<file path="config.mk">
export PLATFORM = sky130hd
export DESIGN_NAME = file_block_cache_lookup
export DESIGN_NICKNAME = d
export VERILOG_FILES = /design/src/rtl/fbcl_pkg.sv /design/src/rtl/file_block_cache_lookup.sv /design/src/rtl/fbcl_ram.sv /design/src/rtl/fbcl_ctrl.sv /design/src/rtl/fbcl_datapath.sv
export VERILOG_INCLUDE_DIRS = /design/src /design/src/rtl
export SDC_FILE = /design/constraint.sdc
export NUM_CORES = 2
export LEC_CHECK = 0
export BUFFER_PORTS_ARGS = -buffer_cell sky130_fd_sc_hd__buf_2
export CAP_MARGIN = 20
export CORE_UTILIZATION = 27
export DETAILED_ROUTE_END_ITERATION = 12
export SETUP_SLACK_MARGIN = 0.05
export SLEW_MARGIN = 30
export SYNTH_ARGS = -nofsm -noshare
export SYNTH_HDL_FRONTEND = slang
export SYNTH_SLANG_ARGS = --single-unit
export TNS_END_PERCENT = 1
</file>
<file path="constraint.sdc">
create_clock -name clk -period 9.06 [get_ports clk]
set_input_delay 0.453 -clock clk [delete_from_list [all_inputs] [get_ports clk]]
set_output_delay 0.453 -clock clk [all_outputs]
set_load 0.02 [all_outputs]
</file>
<file path="src/rtl/file_block_cache_lookup_macros.svh">
// ---------------------------------------------------------------------------
// file_block_cache_lookup_macros.svh
// Assertion macros shared by the file block cache RTL.
// ---------------------------------------------------------------------------
`ifndef FILE_BLOCK_CACHE_LOOKUP_MACROS_SVH
`define FILE_BLOCK_CACHE_LOOKUP_MACROS_SVH

// same-cycle implication, sampled on clk, off while rst_n is low
`define FBCL_ASSERT_SAME(label, ante, cons, msg) \
  label: assert property (@(posedge clk) disable iff (!rst_n) (ante) |-> (cons)) \
    else $error(msg);

// next-cycle implication, sampled on clk, off while rst_n is low
`define FBCL_ASSERT_NEXT(label, ante, cons, msg) \
  label: assert property (@(posedge clk) disable iff (!rst_n) (ante) |=> (cons)) \
    else $error(msg);

`endif

</file>
<file path="src/rtl/fbcl_pkg.sv">
// ---------------------------------------------------------------------------
// fbcl_pkg
// Types, widths and codes of the file block cache lookup.
// ---------------------------------------------------------------------------
package fbcl_pkg;

  localparam int NUM_BLOCKS_DEF = 16;
  localparam int BLOCK_BYTES    = 4096;
  localparam int NUM_FILES      = 8;

  localparam int OP_W     = 2;
  localparam int STATUS_W = 2;
  localparam int FILE_W   = 3;
  localparam int ADDR_W   = 31;
  localparam int OFFSET_W = 16;
  localparam int FILL_W   = $clog2(BLOCK_BYTES) + 1;
  localparam int AGE_W    = 32;
  localparam int CFG_W    = 16;

  localparam logic [CFG_W-1:0] PINNED_LENGTH_RST = CFG_W'(4608);
  localparam logic [AGE_W-1:0] AGE_RST           = AGE_W'(1);

  typedef enum logic [OP_W-1:0] {
    OP_LOOKUP  = 2'd0,
    OP_PRELOAD = 2'd1,
    OP_INVAL   = 2'd2,
    OP_NOP     = 2'd3
  } op_t;

  typedef enum logic [STATUS_W-1:0] {
    STS_HIT   = 2'd0,
    STS_MISS  = 2'd1,
    STS_NOBLK = 2'd2,
    STS_DONE  = 2'd3
  } status_t;

  typedef enum logic [1:0] {
    ST_IDLE,
    ST_SCAN,
    ST_FINISH,
    ST_COMMIT
  } state_t;

  // one stored cache entry (valid bits live in flops outside the RAM)
  typedef struct packed {
    logic [FILE_W-1:0] file;
    logic [ADDR_W-1:0] start;
    logic [FILL_W-1:0] length;
    logic [AGE_W-1:0]  age;
  } entry_t;

  typedef struct packed {
    logic load;
    logic scan;
    logic commit;
  } ctl_cmd_t;

  typedef struct packed {
    logic scan_last;
  } dp_sts_t;

endpackage

</file>
<file path="src/rtl/file_block_cache_lookup.sv">
// ---------------------------------------------------------------------------
// file_block_cache_lookup
// Fully associative cache of file blocks with a pinned entry zero.
// ---------------------------------------------------------------------------
// Usage:
//   An item (in_op, in_file_id, in_address, in_file_size) is taken at a
//   clock edge with start high and busy low. Ops: lookup, preload, invalidate.
//   Exactly one result per item appears on the out_ ports for one cycle,
//   flagged by out_valid; the receiver cannot stall it, so it must sample then.
//   cfg_wr_en/cfg_wr_data write the pinned length of entry zero; write it
//   only while busy is low.
// Timing:
//   The entry table is one RAM read one entry per cycle, so each item walks
//   entries 1..NUM_BLOCKS-1 while busy stays high, and out_valid is high in
//   the first cycle with busy low again. A new item can be taken in that same
//   cycle; no new item is taken while the block is still busy with the last.
// Reset:
//   Synchronous, rst_n low. Only entry zero is valid, the fill age counter
//   restarts at one and the pinned length returns to 4608. Unwritten RAM
//   words are masked by their clear valid bits, so no clearing pass is needed.
// ---------------------------------------------------------------------------
`include "file_block_cache_lookup_macros.svh"

module file_block_cache_lookup
  import fbcl_pkg::*;
#(
  parameter int NUM_BLOCKS = NUM_BLOCKS_DEF
) (
  input  logic                          clk,
  input  logic                          rst_n,
  input  logic                          start,
  output logic                          busy,
  input  logic [OP_W-1:0]               in_op,
  input  logic [FILE_W-1:0]             in_file_id,
  input  logic [ADDR_W-1:0]             in_address,
  input  logic [ADDR_W-1:0]             in_file_size,
  input  logic                          cfg_wr_en,
  input  logic [CFG_W-1:0]              cfg_wr_data,
  output logic                          out_valid,
  output logic [STATUS_W-1:0]           out_status,
  output logic [$clog2(NUM_BLOCKS)-1:0] out_block_index,
  output logic [OFFSET_W-1:0]           out_offset,
  output logic [ADDR_W-1:0]             out_fetch_address,
  output logic [FILL_W-1:0]             out_fill_length
);

  ctl_cmd_t cmd;
  dp_sts_t  sts;

  fbcl_ctrl u_ctrl (
    .clk   (clk),
    .rst_n (rst_n),
    .start (start),
    .sts   (sts),
    .cmd   (cmd),
    .busy  (busy)
  );

  fbcl_datapath #(
    .NUM_BLOCKS (NUM_BLOCKS)
  ) u_dp (
    .clk               (clk),
    .rst_n             (rst_n),
    .cmd               (cmd),
    .sts               (sts),
    .in_op             (in_op),
    .in_file_id        (in_file_id),
    .in_address        (in_address),
    .in_file_size      (in_file_size),
    .cfg_wr_en         (cfg_wr_en),
    .cfg_wr_data       (cfg_wr_data),
    .out_valid         (out_valid),
    .out_status        (out_status),
    .out_block_index   (out_block_index),
    .out_offset        (out_offset),
    .out_fetch_address (out_fetch_address),
    .out_fill_length   (out_fill_length)
  );

  `FBCL_ASSERT_NEXT(a_accept_busy, start && !busy, busy, "item accepted but block not busy")
  `FBCL_ASSERT_SAME(a_result_idle, out_valid, !busy, "result strobe while still busy")
  `FBCL_ASSERT_NEXT(a_single_strobe, out_valid, !out_valid, "result strobe longer than a cycle")
  `FBCL_ASSERT_SAME(a_miss_not_pinned, out_valid && (out_status == STS_MISS), out_block_index != '0, "fill allocated the pinned entry")
  `FBCL_ASSERT_SAME(a_noblk_zero, out_valid && (out_status == STS_NOBLK), (out_block_index == '0) && (out_offset == '0), "no-block result with nonzero index or offset")

endmodule

</file>
<file path="src/rtl/fbcl_ram.sv">
// ---------------------------------------------------------------------------
// fbcl_ram
// Generic single-write, single-read RAM with registered read data.
// ---------------------------------------------------------------------------
module fbcl_ram #(
  parameter int WIDTH = 8,
  parameter int DEPTH = 16
) (
  input  logic                     clk,
  input  logic                     wr_en,
  input  logic [$clog2(DEPTH)-1:0] wr_addr,
  input  logic [WIDTH-1:0]         wr_data,
  input  logic [$clog2(DEPTH)-1:0] rd_addr,
  output logic [WIDTH-1:0]         rd_data
);

  logic [WIDTH-1:0] mem [DEPTH];

  always_ff @(posedge clk) begin
    if (wr_en) begin
      mem[wr_addr] <= wr_data;
    end
    rd_data <= mem[rd_addr];
  end

endmodule

</file>
<file path="src/rtl/fbcl_ctrl.sv">
// ---------------------------------------------------------------------------
// fbcl_ctrl
// Sequencer: accept, scan the entry table, finish the last read, commit.
// ---------------------------------------------------------------------------
module fbcl_ctrl
  import fbcl_pkg::*;
(
  input  logic     clk,
  input  logic     rst_n,
  input  logic     start,
  input  dp_sts_t  sts,
  output ctl_cmd_t cmd,
  output logic     busy
);

  state_t state_r, state_nxt;

  always_ff @(posedge clk) begin
    if (!rst_n) begin
      state_r <= ST_IDLE;
    end else begin
      state_r <= state_nxt;
    end
  end

  always_comb begin
    state_nxt = state_r;
    cmd       = '0;
    busy      = 1'b1;
    case (state_r)
      ST_IDLE: begin
        busy = 1'b0;
        if (start) begin
          cmd.load  = 1'b1;
          state_nxt = ST_SCAN;
        end
      end
      ST_SCAN: begin
        cmd.scan = 1'b1;
        if (sts.scan_last) begin
          state_nxt = ST_FINISH;
        end
      end
      // last read data is evaluated here
      ST_FINISH: begin
        state_nxt = ST_COMMIT;
      end
      ST_COMMIT: begin
        cmd.commit = 1'b1;
        state_nxt  = ST_IDLE;
      end
      default: begin
        state_nxt = ST_IDLE;
      end
    endcase
  end

endmodule

</file>
<file path="src/rtl/fbcl_datapath.sv">
// ---------------------------------------------------------------------------
// fbcl_datapath
// Entry table, scan accumulators, victim choice and result registers.
// ---------------------------------------------------------------------------
module fbcl_datapath
  import fbcl_pkg::*;
#(
  parameter int NUM_BLOCKS = NUM_BLOCKS_DEF
) (
  input  logic                          clk,
  input  logic                          rst_n,
  input  ctl_cmd_t                      cmd,
  output dp_sts_t                       sts,
  input  logic [OP_W-1:0]               in_op,
  input  logic [FILE_W-1:0]             in_file_id,
  input  logic [ADDR_W-1:0]             in_address,
  input  logic [ADDR_W-1:0]             in_file_size,
  input  logic                          cfg_wr_en,
  input  logic [CFG_W-1:0]              cfg_wr_data,
  output logic                          out_valid,
  output logic [STATUS_W-1:0]           out_status,
  output logic [$clog2(NUM_BLOCKS)-1:0] out_block_index,
  output logic [OFFSET_W-1:0]           out_offset,
  output logic [ADDR_W-1:0]             out_fetch_address,
  output logic [FILL_W-1:0]             out_fill_length
);

  localparam int IDX_W = $clog2(NUM_BLOCKS);
  localparam logic [ADDR_W-1:0] OFS_MASK = ADDR_W'(BLOCK_BYTES - 1);

  // request
  op_t               op_r;
  logic [FILE_W-1:0] fid_r;
  logic [ADDR_W-1:0] addr_r;
  logic [FILL_W-1:0] fill_r;
  logic              fid_ok_r;
  logic [CFG_W-1:0]  pinned_r;
  logic [AGE_W-1:0]  age_cnt_r;
  logic [NUM_BLOCKS-1:0] valid_r;

  // scan
  logic [IDX_W-1:0] idx_r;
  logic             ev_act_r;
  logic [IDX_W-1:0] ev_idx_r;
  entry_t           rd_entry;

  // accumulators
  logic                hit_found_r;
  logic [IDX_W-1:0]    hit_idx_r;
  logic [OFFSET_W-1:0] hit_off_r;
  logic                free_found_r;
  logic [IDX_W-1:0]    free_idx_r;
  logic                oth_found_r;
  logic [IDX_W-1:0]    oth_idx_r;
  logic [AGE_W-1:0]    oth_age_r;
  logic                all_found_r;
  logic [IDX_W-1:0]    all_idx_r;
  logic [AGE_W-1:0]    all_age_r;

  // result
  logic                out_valid_r;
  status_t             out_status_r;
  logic [IDX_W-1:0]    out_blk_r;
  logic [OFFSET_W-1:0] out_off_r;
  logic [ADDR_W-1:0]   out_fetch_r;
  logic [FILL_W-1:0]   out_fill_r;

  // load-time fill length
  logic [ADDR_W-1:0] in_aligned;
  logic [ADDR_W-1:0] in_remain;
  logic [FILL_W-1:0] in_fill;
  logic              in_hit0;

  // evaluation of one read entry
  logic          ev_v;
  logic [ADDR_W:0] ev_diff;
  logic          ev_match;
  logic          ev_inval;

  // commit
  logic [ADDR_W-1:0] aligned;
  logic [IDX_W-1:0]  victim;
  logic              alloc;
  logic [AGE_W-1:0]  alloc_age;
  status_t           res_status;
  logic [IDX_W-1:0]  res_blk;
  logic [OFFSET_W-1:0] res_off;
  logic [ADDR_W-1:0] res_fetch;
  logic [FILL_W-1:0] res_fill;
  entry_t            wr_entry;

  assign sts.scan_last = (idx_r == IDX_W'(NUM_BLOCKS - 1));

  always_comb begin
    in_aligned = in_address & ~OFS_MASK;
    in_remain  = in_file_size - in_aligned;
    if (in_aligned >= in_file_size) begin
      in_fill = '0;
    end else if (in_remain >= ADDR_W'(BLOCK_BYTES)) begin
      in_fill = FILL_W'(BLOCK_BYTES);
    end else begin
      in_fill = in_remain[FILL_W-1:0];
    end
    // pinned entry zero: file 0, start 0, length from the register
    in_hit0 = (in_file_id == '0) && (pinned_r != '0) &&
              (in_address < ADDR_W'(pinned_r));
  end

  fbcl_ram #(
    .WIDTH ($bits(entry_t)),
    .DEPTH (NUM_BLOCKS)
  ) u_entry_ram (
    .clk     (clk),
    .wr_en   (cmd.commit && alloc),
    .wr_addr (victim),
    .wr_data (wr_entry),
    .rd_addr (idx_r),
    .rd_data (rd_entry)
  );

  always_comb begin
    ev_v     = valid_r[ev_idx_r];
    ev_diff  = {1'b0, addr_r} - {1'b0, rd_entry.start};
    ev_match = ev_v && (rd_entry.length != '0) && (rd_entry.file == fid_r) &&
               !ev_diff[ADDR_W] && (ev_diff[ADDR_W-1:0] < ADDR_W'(rd_entry.length));
    ev_inval = (op_r == OP_INVAL) && fid_ok_r && ev_v && (rd_entry.file == fid_r);
  end

  always_ff @(posedge clk) begin
    if (!rst_n) begin
      pinned_r <= PINNED_LENGTH_RST;
    end else if (cfg_wr_en) begin
      pinned_r <= cfg_wr_data;
    end
  end

  always_ff @(posedge clk) begin
    if (cmd.load) begin
      op_r     <= op_t'(in_op);
      fid_r    <= in_file_id;
      addr_r   <= in_address;
      fill_r   <= in_fill;
      fid_ok_r <= (32'(in_file_id) < NUM_FILES);
      idx_r    <= IDX_W'(1);
    end else if (cmd.scan) begin
      idx_r <= idx_r + IDX_W'(1);
    end
    ev_idx_r <= idx_r;
  end

  always_ff @(posedge clk) begin
    if (!rst_n) begin
      ev_act_r <= 1'b0;
    end else begin
      ev_act_r <= cmd.scan;
    end
  end

  // accumulators: ascending scan, strict compares keep the lower index on ties
  always_ff @(posedge clk) begin
    if (cmd.load) begin
      hit_found_r  <= in_hit0;
      hit_idx_r    <= '0;
      hit_off_r    <= in_address[OFFSET_W-1:0];
      free_found_r <= 1'b0;
      oth_found_r  <= 1'b0;
      all_found_r  <= 1'b0;
    end else if (ev_act_r) begin
      if (ev_match && !hit_found_r) begin
        hit_found_r <= 1'b1;
        hit_idx_r   <= ev_idx_r;
        hit_off_r   <= ev_diff[OFFSET_W-1:0];
      end
      if (!ev_v && !free_found_r) begin
        free_found_r <= 1'b1;
        free_idx_r   <= ev_idx_r;
      end
      if (ev_v && (rd_entry.file != fid_r) &&
          (!oth_found_r || (rd_entry.age < oth_age_r))) begin
        oth_found_r <= 1'b1;
        oth_idx_r   <= ev_idx_r;
        oth_age_r   <= rd_entry.age;
      end
      if (ev_v && (!all_found_r || (rd_entry.age < all_age_r))) begin
        all_found_r <= 1'b1;
        all_idx_r   <= ev_idx_r;
        all_age_r   <= rd_entry.age;
      end
    end
  end

  always_comb begin
    aligned = addr_r & ~OFS_MASK;
    if (free_found_r) begin
      victim = free_idx_r;
    end else if (oth_found_r) begin
      victim = oth_idx_r;
    end else begin
      victim = all_idx_r;
    end

    alloc      = 1'b0;
    alloc_age  = '0;
    res_status = STS_DONE;
    res_blk    = '0;
    res_off    = '0;
    res_fetch  = '0;
    res_fill   = '0;
    case (op_r)
      OP_LOOKUP: begin
        res_status = STS_NOBLK;
        if (fid_ok_r) begin
          if (hit_found_r) begin
            // fill length is still reported on a hit
            res_status = STS_HIT;
            res_blk    = hit_idx_r;
            res_off    = hit_off_r;
            res_fill   = fill_r;
          end else begin
            res_fetch = aligned;
            if (fill_r != '0) begin
              alloc      = 1'b1;
              alloc_age  = age_cnt_r;
              res_status = STS_MISS;
              res_blk    = victim;
              res_off    = OFFSET_W'(addr_r & OFS_MASK);
              res_fill   = fill_r;
            end
          end
        end
      end
      OP_PRELOAD: begin
        if (fid_ok_r) begin
          res_fetch = aligned;
          res_off   = OFFSET_W'(addr_r & OFS_MASK);
          res_fill  = fill_r;
          if (fill_r != '0) begin
            alloc   = 1'b1;
            res_blk = victim;
          end
        end
      end
      default: begin
        res_status = STS_DONE;
      end
    endcase

    wr_entry.file   = fid_r;
    wr_entry.start  = aligned;
    wr_entry.length = fill_r;
    wr_entry.age    = alloc_age;
  end

  always_ff @(posedge clk) begin
    if (!rst_n) begin
      valid_r   <= NUM_BLOCKS'(1);
      age_cnt_r <= AGE_RST;
    end else begin
      if (ev_act_r && ev_inval) begin
        valid_r[ev_idx_r] <= 1'b0;
      end
      if (cmd.commit && alloc) begin
        valid_r[victim] <= 1'b1;
        if (op_r == OP_LOOKUP) begin
          age_cnt_r <= age_cnt_r + AGE_W'(1);
        end
      end
    end
  end

  always_ff @(posedge clk) begin
    if (!rst_n) begin
      out_valid_r <= 1'b0;
    end else begin
      out_valid_r <= cmd.commit;
    end
  end

  always_ff @(posedge clk) begin
    if (cmd.commit) begin
      out_status_r <= res_status;
      out_blk_r    <= res_blk;
      out_off_r    <= res_off;
      out_fetch_r  <= res_fetch;
      out_fill_r   <= res_fill;
    end
  end

  assign out_valid         = out_valid_r;
  assign out_status        = out_status_r;
  assign out_block_index   = out_blk_r;
  assign out_offset        = out_off_r;
  assign out_fetch_address = out_fetch_r;
  assign out_fill_length   = out_fill_r;

endmodule

</file>
==> impl_metrics.env <==
export IMPL_slowest_delay_ns=0.71
export IMPL_synth_cell_type_count=75
export IMPL_post_dp_cell_area_um2=61000
export IMPL_vias_per_cell=4.69
export IMPL_finalCritPeriodShare_pct=52.7
export IMPL_place_gp_congestion=0.841
export IMPL_avgSynthCellArea_um2=18.4
export IMPL_yosys_register_bits=1418
export IMPL_grtUsageMet1_pct=17.2
export IMPL_slowest_stage="or2_1"
export IMPL_start_util_pct=27.2
export IMPL_drc_errors=0
export IMPL_cts_htree_levels=4
export IMPL_hpwl_mm=78.3
export IMPL_cp_num_buf_inv=1
export IMPL_fmax_mhz=209
export IMPL_synth_cells=3085
export IMPL_p_leak_nw=21.6
export IMPL_cts_buffers=150
export IMPL_clock_sinks=1418
export IMPL_cts_reportedPaths_clkPinSlew_ns=0.06
export IMPL_tns_ns=0
export IMPL_synth_top_area_cell="edfxtp_1"
export IMPL_dp_slack_ns=4.22
export IMPL_synthToLayoutAreaGrowth_pct=16.9
export IMPL_hold_depth=1
export IMPL_grt_max_degree=121
export IMPL_dr_pass1_iters=5
export IMPL_drive_gt1_share_pct=22.6
export IMPL_arrival_ns=5.17
export IMPL_crit_path_end_kind="register"
export IMPL_syn_area_um2=56900
export IMPL_overflow=0
export IMPL_hold_start="in_file_id[0]"
export IMPL_fin_nets=3563
export IMPL_final_area_um2=66500
export IMPL_synth_edf_count=1268
export IMPL_setup_viol=0
export IMPL_reg2reg_depth=11
export IMPL_min_delay_worst_endpoint="u_dp.fid_r[0]"
export IMPL_rrSetupSlack_ns=4.28
export IMPL_worstPathCellList="inv_1 > ha_1 > fa_1 > xor2_1 > o221ai_1 > a311oi_1 > nand4_1 > or4_1 > a2111o_1 > nor4_4 > or2_1"
export IMPL_crit_type="reg -> reg"
export IMPL_cp_required_ns=9.45
export IMPL_ys_seq_area_share_pct=72.2
export IMPL_worstMarginPinSlew_ns=1.07
export IMPL_clock_latency_ns=0.77
export IMPL_hold_viol=0
export IMPL_r2r_start="u_dp.addr_r[12]"
export IMPL_ios=155
export IMPL_synth_top_area_share_pct=66.9
export IMPL_vias=29429
export IMPL_cpLargestDelayFamily="simple AND/OR/NAND/NOR gates"
export IMPL_coreArea_um2=209000
export IMPL_min_delay_path_class="in -> reg"
export IMPL_maxCapViolCount=0
export IMPL_io_buffers=142
export IMPL_reg2reg_to="u_dp.hit_off_r[12]"
export IMPL_period_needed_ns=4.78
export IMPL_clockRootBuffer="clkbuf_16"
export IMPL_cts_buffer_depth=3
export IMPL_async_reset_ff_share_pct=0
export IMPL_die_w_um=461
export IMPL_timing_hold_ws_ns=0.0495
export IMPL_setup_ws_ns=4.28
export IMPL_synth_flop_cell="edfxtp_1"
export IMPL_final_core_utilization_pct=31.8
export IMPL_busiest_layer="met2"
export IMPL_num_rows=168
export IMPL_rsz0062_at_grt="no"
export IMPL_die_h_um=461
export IMPL_grtUsageMet3_pct=2.16
export IMPL_status="finished, final reports clean"
export IMPL_synthTopCellsByArea="edfxtp_1 67%, mux4_2 13%, dfxtp_1 5.3%"
export IMPL_grt_use_met2_pct=21.3
export IMPL_ctsResizeCount=0
export IMPL_fp_dieArea_um2=213000
export IMPL_fillers=20127
export IMPL_slew_violations=0
export IMPL_finClkSkew_ns=0.0450
export IMPL_grt_pass1_vias=29778
export IMPL_drt_first_iter_violations=2983
export IMPL_ant_nets=0
export IMPL_antenna_found_initial=10
export IMPL_worstPathMaxFanout=17
export IMPL_yosys_warnings=0
export IMPL_max_slew_margin_pct=27.8
export IMPL_grt_usage_pct=13.0
export IMPL_crit_path_start_kind="register"
export IMPL_ir_drop_mv=0.186
export IMPL_wl_per_cell_um=22.3
export IMPL_cts_tree="yes"
export IMPL_grt_pass1_wl_mm=202
export IMPL_wl_mm=140
export IMPL_power_density_nw_per_um2=265
[worst reg2reg max path: stages (launching register included)]
cell      delay [ns]
edfxtp_1        0.66
inv_1           0.12
ha_1            0.24
fa_1            0.42
xor2_1          0.22
o221ai_1        0.17
a311oi_1        0.34
nand4_1         0.13
or4_1           0.49
a2111o_1        0.36
nor4_4          0.53
or2_1           0.72
[layout by cell type (no fill, tap or decap), types with 49 or more instances in the layout]
master,count
edfxtp_1,1268
mux4_2,340
inv_1,160
clkbuf_16,156
dfxtp_1,146
buf_2,142
nand2_1,139
ha_1,133
nor2_1,110
a21oi_1,82
o21ai_0,55
a21o_1,49
[synthesized netlist by cell type, drive strengths merged (3+ instances only)]
cell type	n
a211o	4
a211oi	6
a21boi	4
a21o	49
a21oi	82
a22o	13
a2bb2oi	3
a31oi	8
and2	41
and3	38
and4	7
and4b	3
buf	50
clkbuf	82
dfxtp	150
edfxtp	1268
ha	134
inv	177
mux2	3
mux2i	27
mux4	340
nand2	139
nand2b	16
nand3	24
nand3b	5
nand4	39
nand4b	3
nor2	111
nor2b	24
nor3	21
nor4	23
o2111ai	5
o211ai	13
o21a	10
o21ai	57
o21bai	4
o22ai	6
o311a	3
o31ai	6
or2	3
or3	10
or4	3
xnor2	15
xor2	28
[flip-flops by register name, summed over array words and instances, names as in the netlist, 13 cells and up]
register                  count
u_dp.u_entry_ram.mem       1072
u_dp.u_entry_ram.rd_data     67
u_dp.out_offset              16
u_dp.valid_r                 16
u_dp.fill_r                  13
u_dp.oth_age_r               32
u_dp.pinned_r                16
u_dp.age_cnt_r               32
u_dp.out_fill_length         13
u_dp.hit_off_r               16
u_dp.addr_r                  31
u_dp.all_age_r               32
u_dp.out_fetch_address       19
[area by class of cell]
class	instances	area, µm²	share of cell area (%)
flip-flops and latches	1418	41100	61.8
well taps	2805	3510	5.28
diodes	4	10.0	0.0151
clock inverters	69	751	1.13
clock buffers	210	4240	6.37
repair buffers	224	1510	2.28
multi-input cells	1368	14700	22.1
inverters	178	706	1.06
[repair_timing]
| item | CTS | global route |
|---|---|---|
| endpoints found under the setup margin | 0 | 0 |
| endpoints found under the hold margin | 56 | 0 |
| buffers inserted | 0 | 0 |
| hold buffers | 44 | 0 |
[routing by layer]
layer / wire [µm] / up-vias
li1: - / 12785
met1: 59600 / 15532
met2: 68800 / 905
met3: 7790 / 205
met4: 3980 / 2
met5: 13 / -
[where the power goes]
| group | internal, mW | leakage (nW) | switching (mW) |
|---|---|---|---|
| clock network | 3.56 | 2.41 | 2.59 |
| logic | 1.49 | 7.02 | 1.80 |
| registers | 7.65 | 12.1 | 0.502 |
[through the flow]
step	cells	total power, mW
final	6276	17.6
after global routing	6272	18.3
after CTS	6272	17.7
after detailed placement	5949	11.6
after global placement	5947	11.6
after floorplan	3096	10.5
[kinds of logic after synthesis]
group,Yosys count,synth area share [%]
flops,1418,72.2
xor+xnor,43,0.662
fa+ha+maj,136,3.02
compound gates,291,3.35
simple gates,516,4.60
mux,370,14.0
other cells,1,0.00659
buf+inv,310,2.14
[worst max path at each step]
stage / start / endpoint / slack (ns) / cells after the start
final: u_dp.addr_r[12] / u_dp.hit_off_r[12] / 4.28 / 11
after global routing: u_dp.addr_r[12] / u_dp.hit_off_r[0] / 3.86 / 11
after CTS: u_dp.addr_r[12] / u_dp.hit_off_r[0] / 4.21 / 11
after detailed placement: u_dp.addr_r[12] / u_dp.hit_off_r[0] / 4.22 / 11
after global placement: u_dp.addr_r[12] / u_dp.hit_off_r[3] / 4.20 / 11
after floorplan: u_ctrl.state_r[0] / u_dp.u_entry_ram.mem[0][0] / 3.54 / 5
Note: power is estimated with default switching activity, not from simulation.
